<file path="src/rtl/core/scfr_pkg.sv">
// scfr_pkg: constants, types and state encoding for the serial command frame receiver
// no dependencies; used by the interfaces, controller, datapath and top level

package scfr_pkg;

   // payload store size and field widths
   localparam int PAYLOAD_CAPACITY = 64;
   localparam int BYTE_W           = 8;
   localparam int SIZE_W           = $clog2(PAYLOAD_CAPACITY + 1);
   localparam int INDEX_W          = (PAYLOAD_CAPACITY > 1) ? $clog2(PAYLOAD_CAPACITY) : 1;

   // frame header characters
   localparam logic [BYTE_W-1:0] CHAR_DOLLAR = 8'h24;
   localparam logic [BYTE_W-1:0] CHAR_M      = 8'h4D;
   localparam logic [BYTE_W-1:0] CHAR_LT     = 8'h3C;

   // largest acceptable size byte
   localparam logic [BYTE_W-1:0] SIZE_LIMIT  = BYTE_W'(PAYLOAD_CAPACITY);

   typedef enum logic [2:0] {
      ST_IDLE,
      ST_DOLLAR,
      ST_M,
      ST_ARROW,
      ST_SIZE,
      ST_PAYLOAD,
      ST_EMIT_RD,
      ST_EMIT_LD
   } scfr_state_type;

   // controller to datapath commands
   typedef struct packed {
      logic load_size;
      logic load_cmd;
      logic store_byte;
      logic start_emit;
      logic rd_issue;
      logic out_load;
   } scfr_cmd_type;

   // datapath to controller status
   typedef struct packed {
      logic is_dollar;
      logic is_m;
      logic is_lt;
      logic size_ok;
      logic count_lt_size;
      logic cksum_ok;
      logic emit_last;
      logic slot_free;
   } scfr_status_type;

endpackage

</file>
<file path="src/rtl/core/scfr_req_if.sv">
// scfr_req_if: received byte channel, valid/ready handshake
// depends on scfr_pkg

interface scfr_req_if;
   import scfr_pkg::*;

   logic              valid;
   logic              ready;
   logic [BYTE_W-1:0] rx_byte;

   modport source (output valid, output rx_byte, input ready);
   modport sink   (input valid, input rx_byte, output ready);
endinterface

</file>
<file path="src/rtl/core/scfr_rsp_if.sv">
// scfr_rsp_if: frame result channel, valid/ready handshake
// depends on scfr_pkg

interface scfr_rsp_if;
   import scfr_pkg::*;

   logic               valid;
   logic               ready;
   logic [BYTE_W-1:0]  command;
   logic [SIZE_W-1:0]  payload_size;
   logic [INDEX_W-1:0] byte_index;
   logic [BYTE_W-1:0]  payload_byte;
   logic               last;

   modport source (output valid, output command, output payload_size, output byte_index,
                   output payload_byte, output last, input ready);
   modport sink   (input valid, input command, input payload_size, input byte_index,
                   input payload_byte, input last, output ready);
endinterface

</file>
<file path="src/rtl/core/scfr_ram.sv">
// scfr_ram: generic single write port, single read port RAM with registered read
// no dependencies

module scfr_ram #(
   parameter int WIDTH = 8,
   parameter int DEPTH = 64
) (
   input  logic                     clock,
   input  logic                     wr_en,
   input  logic [$clog2(DEPTH)-1:0] wr_addr,
   input  logic [WIDTH-1:0]         wr_data,
   input  logic                     rd_en,
   input  logic [$clog2(DEPTH)-1:0] rd_addr,
   output logic [WIDTH-1:0]         rd_data
);

   logic [WIDTH-1:0] mem_ff [DEPTH];
   logic [WIDTH-1:0] rd_data_ff;

   // write port
   always_ff @(posedge clock) begin
      if (wr_en) begin
         mem_ff[wr_addr] <= wr_data;
      end
   end

   // registered read, holds when not enabled
   always_ff @(posedge clock) begin
      if (rd_en) begin
         rd_data_ff <= mem_ff[rd_addr];
      end
   end

   assign rd_data = rd_data_ff;

endmodule

</file>
<file path="src/rtl/core/scfr_ctrl.sv">
// scfr_ctrl: frame parser and emission controller state machine
// depends on scfr_pkg; drives commands to scfr_datapath

module scfr_ctrl (
   input  logic                      clock,
   input  logic                      reset,
   input  logic                      req_valid,
   output logic                      req_ready,
   input  scfr_pkg::scfr_status_type status,
   output scfr_pkg::scfr_cmd_type    cmd
);
   import scfr_pkg::*;

   scfr_state_type state_ff;
   scfr_state_type state_in;
   logic           accept;

   // bytes are taken only in the parsing states
   always_comb begin
      unique case (state_ff)
         ST_EMIT_RD, ST_EMIT_LD: req_ready = 1'b0;
         default:                req_ready = 1'b1;
      endcase
   end

   assign accept = req_valid && req_ready;

   // next state
   always_comb begin
      state_in = state_ff;
      unique case (state_ff)
         ST_IDLE: begin
            if (accept) state_in = status.is_dollar ? ST_DOLLAR : ST_IDLE;
         end
         ST_DOLLAR: begin
            if (accept) state_in = status.is_m ? ST_M : ST_IDLE;
         end
         ST_M: begin
            if (accept) state_in = status.is_lt ? ST_ARROW : ST_IDLE;
         end
         ST_ARROW: begin
            if (accept) state_in = status.size_ok ? ST_SIZE : ST_IDLE;
         end
         ST_SIZE: begin
            if (accept) state_in = ST_PAYLOAD;
         end
         ST_PAYLOAD: begin
            if (accept && !status.count_lt_size) begin
               state_in = status.cksum_ok ? ST_EMIT_RD : ST_IDLE;
            end
         end
         ST_EMIT_RD: begin
            state_in = ST_EMIT_LD;
         end
         ST_EMIT_LD: begin
            if (status.slot_free) state_in = status.emit_last ? ST_IDLE : ST_EMIT_RD;
         end
         default: state_in = ST_IDLE;
      endcase
   end

   // command outputs
   always_comb begin
      cmd = '0;
      unique case (state_ff)
         ST_ARROW: begin
            cmd.load_size = accept && status.size_ok;
         end
         ST_SIZE: begin
            cmd.load_cmd = accept;
         end
         ST_PAYLOAD: begin
            cmd.store_byte = accept && status.count_lt_size;
            cmd.start_emit = accept && !status.count_lt_size && status.cksum_ok;
         end
         ST_EMIT_RD: begin
            cmd.rd_issue = 1'b1;
         end
         ST_EMIT_LD: begin
            cmd.out_load = status.slot_free;
         end
         default: cmd = '0;
      endcase
   end

   // state register
   always_ff @(posedge clock) begin
      if (reset) begin
         state_ff <= ST_IDLE;
      end else begin
         state_ff <= state_in;
      end
   end

endmodule

</file>
<file path="src/rtl/core/scfr_datapath.sv">
// scfr_datapath: frame registers, checksum, payload store and result register
// depends on scfr_pkg and scfr_ram; controlled by scfr_ctrl

module scfr_datapath (
   input  logic                         clock,
   input  logic                         reset,
   input  logic [scfr_pkg::BYTE_W-1:0]  rx_byte,
   input  scfr_pkg::scfr_cmd_type       cmd,
   output scfr_pkg::scfr_status_type    status,
   input  logic                         rsp_ready,
   output logic                         rsp_valid,
   output logic [scfr_pkg::BYTE_W-1:0]  rsp_command,
   output logic [scfr_pkg::SIZE_W-1:0]  rsp_payload_size,
   output logic [scfr_pkg::INDEX_W-1:0] rsp_byte_index,
   output logic [scfr_pkg::BYTE_W-1:0]  rsp_payload_byte,
   output logic                         rsp_last
);
   import scfr_pkg::*;

   logic [SIZE_W-1:0]  size_ff;
   logic [SIZE_W-1:0]  count_ff;
   logic [BYTE_W-1:0]  cksum_ff;
   logic [BYTE_W-1:0]  command_ff;
   logic [INDEX_W-1:0] emit_idx_ff;
   logic [BYTE_W-1:0]  ram_rd_data;
   logic               size_zero;

   logic               out_valid_ff;
   logic [BYTE_W-1:0]  out_command_ff;
   logic [SIZE_W-1:0]  out_size_ff;
   logic [INDEX_W-1:0] out_index_ff;
   logic [BYTE_W-1:0]  out_byte_ff;
   logic               out_last_ff;

   assign size_zero = (size_ff == '0);

   // status towards the controller
   always_comb begin
      status.is_dollar     = (rx_byte == CHAR_DOLLAR);
      status.is_m          = (rx_byte == CHAR_M);
      status.is_lt         = (rx_byte == CHAR_LT);
      status.size_ok       = (rx_byte <= SIZE_LIMIT);
      status.count_lt_size = (count_ff < size_ff);
      status.cksum_ok      = (cksum_ff == rx_byte);
      status.emit_last     = size_zero || ((SIZE_W'(emit_idx_ff) + SIZE_W'(1)) == size_ff);
      status.slot_free     = !out_valid_ff || rsp_ready;
   end

   // frame size, count, checksum and command
   always_ff @(posedge clock) begin
      if (reset) begin
         size_ff    <= '0;
         count_ff   <= '0;
         cksum_ff   <= '0;
         command_ff <= '0;
      end else begin
         if (cmd.load_size) begin
            size_ff  <= SIZE_W'(rx_byte);
            count_ff <= '0;
            cksum_ff <= rx_byte;
         end
         if (cmd.load_cmd) begin
            command_ff <= rx_byte;
            cksum_ff   <= cksum_ff ^ rx_byte;
         end
         if (cmd.store_byte) begin
            count_ff <= count_ff + SIZE_W'(1);
            cksum_ff <= cksum_ff ^ rx_byte;
         end
      end
   end

   // emission index
   always_ff @(posedge clock) begin
      if (cmd.start_emit) begin
         emit_idx_ff <= '0;
      end else if (cmd.out_load) begin
         emit_idx_ff <= emit_idx_ff + INDEX_W'(1);
      end
   end

   // payload store
   scfr_ram #(
      .WIDTH (BYTE_W),
      .DEPTH (PAYLOAD_CAPACITY)
   ) u_store (
      .clock   (clock),
      .wr_en   (cmd.store_byte),
      .wr_addr (count_ff[INDEX_W-1:0]),
      .wr_data (rx_byte),
      .rd_en   (cmd.rd_issue),
      .rd_addr (emit_idx_ff),
      .rd_data (ram_rd_data)
   );

   // result register valid
   always_ff @(posedge clock) begin
      if (reset) begin
         out_valid_ff <= 1'b0;
      end else if (cmd.out_load) begin
         out_valid_ff <= 1'b1;
      end else if (rsp_ready) begin
         out_valid_ff <= 1'b0;
      end
   end

   // result register payload
   always_ff @(posedge clock) begin
      if (cmd.out_load) begin
         out_command_ff <= command_ff;
         out_size_ff    <= size_ff;
         out_index_ff   <= emit_idx_ff;
         out_byte_ff    <= size_zero ? '0 : ram_rd_data;
         out_last_ff    <= status.emit_last;
      end
   end

   assign rsp_valid        = out_valid_ff;
   assign rsp_command      = out_command_ff;
   assign rsp_payload_size = out_size_ff;
   assign rsp_byte_index   = out_index_ff;
   assign rsp_payload_byte = out_byte_ff;
   assign rsp_last         = out_last_ff;

endmodule

</file>
<file path="src/rtl/core/serial_command_frame_receiver.sv">
// serial_command_frame_receiver: one received byte per transaction, taken every clock while
// parsing. after a good checksum byte the input stalls while results are sent: each result
// is a store read followed by a result register load, and the load waits while the result
// register holds a result not yet taken; a frame with no payload gives a single result.
// synchronous active-high reset returns the parser to idle and empties the result register.
// depends on scfr_pkg, scfr_req_if, scfr_rsp_if, scfr_ctrl, scfr_datapath

module serial_command_frame_receiver (
   input  logic        clock,
   input  logic        reset,
   scfr_req_if.sink    req_chan,
   scfr_rsp_if.source  rsp_chan
);
   import scfr_pkg::*;

   scfr_cmd_type    cmd;
   scfr_status_type status;

   // parser and emission controller
   scfr_ctrl u_ctrl (
      .clock     (clock),
      .reset     (reset),
      .req_valid (req_chan.valid),
      .req_ready (req_chan.ready),
      .status    (status),
      .cmd       (cmd)
   );

   // frame registers, store and result register
   scfr_datapath u_datapath (
      .clock            (clock),
      .reset            (reset),
      .rx_byte          (req_chan.rx_byte),
      .cmd              (cmd),
      .status           (status),
      .rsp_ready        (rsp_chan.ready),
      .rsp_valid        (rsp_chan.valid),
      .rsp_command      (rsp_chan.command),
      .rsp_payload_size (rsp_chan.payload_size),
      .rsp_byte_index   (rsp_chan.byte_index),
      .rsp_payload_byte (rsp_chan.payload_byte),
      .rsp_last         (rsp_chan.last)
   );

endmodule

</file>
<file path="src/flat_wrapper.sv">
// flat-port wrapper written by rule: the top's interface ports become plain ports
module serial_command_frame_receiver_flat import scfr_pkg::*;
  (clock, reset, req_chan_valid, req_chan_rx_byte, req_chan_ready, rsp_chan_valid, rsp_chan_command, rsp_chan_payload_size, rsp_chan_byte_index, rsp_chan_payload_byte, rsp_chan_last, rsp_chan_ready);
  scfr_req_if req_chan_i ();
  scfr_rsp_if rsp_chan_i ();
  input  logic clock;
  input  logic reset;
  input wire logic [$bits(req_chan_i.valid)-1:0] req_chan_valid;
  input wire logic [$bits(req_chan_i.rx_byte)-1:0] req_chan_rx_byte;
  output wire logic [$bits(req_chan_i.ready)-1:0] req_chan_ready;
  output wire logic [$bits(rsp_chan_i.valid)-1:0] rsp_chan_valid;
  output wire logic [$bits(rsp_chan_i.command)-1:0] rsp_chan_command;
  output wire logic [$bits(rsp_chan_i.payload_size)-1:0] rsp_chan_payload_size;
  output wire logic [$bits(rsp_chan_i.byte_index)-1:0] rsp_chan_byte_index;
  output wire logic [$bits(rsp_chan_i.payload_byte)-1:0] rsp_chan_payload_byte;
  output wire logic [$bits(rsp_chan_i.last)-1:0] rsp_chan_last;
  input wire logic [$bits(rsp_chan_i.ready)-1:0] rsp_chan_ready;
  assign req_chan_i.valid = req_chan_valid;
  assign req_chan_i.rx_byte = req_chan_rx_byte;
  assign req_chan_ready = req_chan_i.ready;
  assign rsp_chan_valid = rsp_chan_i.valid;
  assign rsp_chan_command = rsp_chan_i.command;
  assign rsp_chan_payload_size = rsp_chan_i.payload_size;
  assign rsp_chan_byte_index = rsp_chan_i.byte_index;
  assign rsp_chan_payload_byte = rsp_chan_i.payload_byte;
  assign rsp_chan_last = rsp_chan_i.last;
  assign rsp_chan_i.ready = rsp_chan_ready;
  serial_command_frame_receiver u_core (.clock(clock), .reset(reset), .req_chan(req_chan_i), .rsp_chan(rsp_chan_i));
endmodule
</file>
<file path="config.mk">
export PLATFORM = sky130hd
export DESIGN_NAME = serial_command_frame_receiver_flat
export DESIGN_NICKNAME = d
export VERILOG_FILES = /design/src/rtl/core/scfr_pkg.sv /design/src/rtl/core/scfr_req_if.sv /design/src/rtl/core/scfr_rsp_if.sv /design/src/rtl/core/scfr_ram.sv /design/src/rtl/core/scfr_ctrl.sv /design/src/rtl/core/scfr_datapath.sv /design/src/rtl/core/serial_command_frame_receiver.sv /design/src/flat_wrapper.sv
export SDC_FILE = /design/constraint.sdc
export NUM_CORES = 1
export LEC_CHECK = 0
export ABC_CLOCK_PERIOD_IN_PS = 3200
export BUFFER_PORTS_ARGS = -buffer_cell sky130_fd_sc_hd__buf_2
export CELL_PAD_IN_SITES_DETAIL_PLACEMENT = 1
export CELL_PAD_IN_SITES_GLOBAL_PLACEMENT = 2
export CORE_ASPECT_RATIO = 1.25
export CORE_MARGIN = 3
export CORE_UTILIZATION = 25
export DETAILED_ROUTE_END_ITERATION = 16
export GPL_ROUTABILITY_DRIVEN = 0
export PLACE_DENSITY = 0.42
export SLEW_MARGIN = 20
export SYNTH_ARGS = -nofsm -noshare
export SYNTH_HDL_FRONTEND = slang
export SYNTH_HIERARCHICAL = 1
export SYNTH_SLANG_ARGS = --single-unit
</file>
<file path="constraint.sdc">
create_clock -name clock -period 3.2 [get_ports clock]
set_input_delay 0.48 -clock clock [delete_from_list [all_inputs] [get_ports clock]]
set_output_delay 0.48 -clock clock [all_outputs]
set_load 0.02 [all_outputs]
</file>
==> reports/results.md <==
| Metric | Value |
| --- | --- |
| Number of fill cells in the layout | 9531 |
| Reg2reg end | u_core/u_datapath/u_store/mem_ff[12][2]$_DFFE_PP_ |
| Post-route total power | 0.0160 W |
| Max Root-Sink Buffers | 3 |
| RSZ-0062 raised after global routing | false |
| Tmin final | 2.94 ns |
| Area of the core | 93200 um^2 |
| Sinks on Clock Net | 590 |
| Warning count from the yosys run | 6 |
| Number of clock buffers inserted by TritonCTS | 66 |
| Share of cells above drive strength 1 | 30.7% |
| Setup violators final | 0 |
| Clock slew at the register clock pins of the worst setup and hold paths | 0.06 ns |
| Total overflow reported by the global router | 0 |
| Total iterations of the first detailed-routing run | 6 |
| Wire length of the first global-routing pass | 103000 um |
| Logic depth of the worst register-to-register path | 13 |
| Slew headroom | 43.6% |
| Non-filler cells in the finished layout | 2722 |
| Critical Setup Path Class | register to register |
| Standard cell area after detailed placement | 26300 um^2 |
| Cell type with the highest aggregate area in the netlist | sky130_fd_sc_hd__edfxtp_1 |
| Post-route clock period utilization | 91.8% |
| Crit-path max FO | 8 |
| Delay of the slowest cell on the worst path | 0.33 ns |
| Initial core utilization | 25.3% |
| Total of flip-flops plus latches after synthesis | 590 |
| Number of cells on the worst hold path | 3 |
| Critical Path, Cell by Cell | inv_1, ha_1, a211oi_1, o21ai_0, a41oi_2, nand2_1, nor2_2, nor2b_2, buf_4, nand2_1, buf_4, nor2_1, buf_4 |
| Horizontal die dimension | 280 um |
| Die Span Y | 349 um |
| Net count, final | 1484 |
| Row cnt | 125 |
| Top area cells in the synthesized netlist | sky130_fd_sc_hd__edfxtp_1 70%, sky130_fd_sc_hd__mux4_2 12%, sky130_fd_sc_hd__dfxtp_1 3.4% |
| Most frequent cells in the layout | 550 x sky130_fd_sc_hd__edfxtp_1, 157 x sky130_fd_sc_hd__buf_4, 126 x sky130_fd_sc_hd__mux4_2 |
| Count of distinct cell types in the synthesized netlist | 69 |
| Summed area of non-filler cells in the final layout | 28300 um^2 |
| Post-CTS Setup Inserts | 0 |
| Via-to-Cell Ratio | 4.57 |
| Classification of the worst-slack hold path | primary input to register |
| Final cell utilization of the core | 30.4% |
| Synthesized Nets | 1277 |
| Data arrival time of the critical path | 3.23 ns |
| Instance count after placement with tap cells included | 2602 |
| Mapped cell area | 23500 um^2 |
| Number of antenna violations at the first check in global routing | 1 |
| Cell mode on critical path | sky130_fd_sc_hd__buf_4 |
| Crit path required time | 3.50 ns |
| Global-route usage over all layers | 14.8% |
| Share of flip-flops with an asynchronous set or reset after synthesis | 0% |
| Pin count of the biggest net entering global routing | 64 |
| Portion of synthesized cell area occupied by the leading cell type | 70.1% |
| Cell at the slowest stage of the critical path | sky130_fd_sc_hd__dfxtp_1 |
| Worst vdd rail ir drop | 0.327 mV |
| Most instantiated flip-flop cell in the synthesis netlist | sky130_fd_sc_hd__edfxtp_1 |
| Hold slack final | 0.222 ns |
| Vias post-DR | 12400 |
| CP Launch Type | register |
| Max-slew violations | 0 |
| Total half-perimeter wirelength after legalization and detailed placement | 48000 um |
| Area growth from synthesis to layout | 20.2% |
| Root buffer cell | sky130_fd_sc_hd__clkbuf_16 |
| Number of buffer cells added on primary ports | 43 |
| Source of the worst register-to-register timing path | u_core/u_datapath/size_ff[1]$_SDFFE_PP0P_ |
| Detailed-route wire length | 71900 um |
| PwrDens | 564 nW/um^2 |
| Crit path capture type | register |
| Detailed-route wire length per cell | 26.4 um |
| Clock Skew | 0.0159 ns |
| First DRT Iteration DRCs | 815 |
| DRC violations left | 0 |
| Lkg Pwr | 8.63 nW |
| Post-synthesis average cell area | 18.7 um^2 |
| Worst hold endpoint | u_core/u_ctrl/state_ff[2]$_SDFFE_PP0P_ |
| DIE AREA | 97900 um^2 |
| Max frequency | 340 MHz |
| Number of antenna-violating nets in the routed design | 0 |
| Sequential cell area fraction in the yosys report | 73.5% |
| Via count of the first global-routing pass | 13600 |
| Synthesized instance count | 1257 |
| Hold Fails Final Rpt | 0 |
| Count of boundary I/O pins | 44 |
| Launch instance of the worst min-delay path | req_chan_valid |
| Register-to-register setup slack | 0.26 ns |
| TritonCTS clock tree | built |
| Max_cap viols | 0 |
| Clock latency of the later-clocked register in the worst-skew pair | 0.60 ns |
| Measured slew at the worst slew-check pin | 0.847 ns |
| Most frequent standard cell in the layout excluding fill and tap cells | sky130_fd_sc_hd__edfxtp_1 |
| Status | finished clean |
| Number of hold buffers added after CTS | 0 |
| Max H-tree Level | 3 |
| Number of enable flip-flop cells after synthesis | 550 |
## final cells by class
| type | instances | area (um^2) | area share, % |
|---|---|---|---|
| sequential | 590 | 17300 | 61.2 |
| multi-input combinational | 586 | 5780 | 20.4 |
| clock buffer | 92 | 1820 | 6.44 |
| timing repair buffer | 212 | 1630 | 5.77 |
| tap | 1206 | 1510 | 5.33 |
| clock inverter | 26 | 190 | 0.672 |
| inverter | 8 | 30.0 | 0.106 |
| antenna | 2 | 5.00 | 0.0177 |
## registers in the layout, summed over array words and instances (netlist names)
register                            flops
u_core/u_datapath/command_ff            8
u_core/u_datapath/count_ff              7
u_core/u_datapath/rsp_valid             1
u_core/u_datapath/rsp_payload_size      7
u_core/u_ctrl/state_ff                  3
u_core/u_datapath/u_store/rd_data       8
u_core/u_datapath/rsp_last              1
u_core/u_datapath/size_ff               7
u_core/u_datapath/rsp_byte_index        6
u_core/u_datapath/cksum_ff              8
u_core/u_datapath/rsp_command           8
u_core/u_datapath/u_store/mem_ff      512
u_core/u_datapath/rsp_payload_byte      8
u_core/u_datapath/emit_idx_ff           6
## cells in the mapped netlist (all sizes together) (12+ instances only)
cell type    n
nor2b       15
buf         44
nand2b      12
nand2       37
a21oi       23
mux2i       42
nand3       20
mux2        14
clkbuf      29
o22ai       16
nor2       116
xnor2       13
edfxtp     550
nor3        17
dfxtp       40
mux4       126
## worst max-delay path: cells and delay by family (launching register included)
kind            cells  cell delay [ns]
fa+ha+maj           1             0.29
flops               1             0.33
compound gates      3             0.62
buf+inv             4             0.62
simple gates        5             0.76
## kinds of logic after synthesis
group           count (synthesis)  share of synthesized area, %
xor+xnor                       19                         0.707
compound gates                108                          3.29
simple gates                  269                          5.56
mux                           182                          14.5
fa+ha+maj                       8                         0.425
buf+inv                        81                          1.96
flops                         590                          73.5
## stage by stage
step	setup WS [ns]	TNS (ns)
4_1_cts	0.0198	0
3_3_place_gp	-0.0224	-0.175
2_1_floorplan	0.262	0
6_report	0.262	0
3_5_place_dp	0.0687	0
5_1_grt	0.0191	0
## where the power goes
group | switching (W) | internal, W
clock | 0.00306 | 0.00415
combinational | 0.000238 | 0.0000886
sequential | 0.00000822 | 0.00842
## worst max-delay path by stage
stage,from,end,slack [ns],cells past startpoint
finish,u_core/u_datapath/size_ff[1]$_SDFFE_PP0P_,u_core/u_datapath/u_store/mem_ff[12][2]$_DFFE_PP_,0.26,13
global route,u_core/u_datapath/size_ff[3]$_SDFFE_PP0P_,u_core/u_datapath/cksum_ff[0]$_SDFFE_PP0P_,0.02,12
CTS,u_core/u_datapath/size_ff[1]$_SDFFE_PP0P_,u_core/u_datapath/u_store/mem_ff[12][2]$_DFFE_PP_,0.02,13
detailed placement,req_chan_rx_byte[3],u_core/u_datapath/cksum_ff[2]$_SDFFE_PP0P_,0.07,9
global placement,u_core/u_datapath/size_ff[1]$_SDFFE_PP0P_,u_core/u_datapath/u_store/mem_ff[12][0]$_DFFE_PP_,-0.02,13
floorplan,u_core/u_datapath/size_ff[1]$_SDFFE_PP0P_,u_core/u_datapath/u_store/mem_ff[62][0]$_DFFE_PP_,0.26,10
## timing repair
| action | 4_1_cts | 5_1_grt |
|---|---|---|
| setup endpoints to repair | 0 | 217 |
| hold endpoints to repair | 0 | 0 |
| gates resized for setup | 0 | 3 |
## per-layer routing
layer | part of all wire (%) | up-vias | routed length, um | GRT usage, %
met5 | 0 | - | 0 | 0
met4 | 3.1 | 0 | 2210 | 5.62
met3 | 3.0 | 89 | 2130 | 2.06
met2 | 50 | 215 | 36000 | 25.5
met1 | 44 | 6621 | 31500 | 19.0
li1 | - | 5509 | - | -
(Power assumes the default switching activity.)
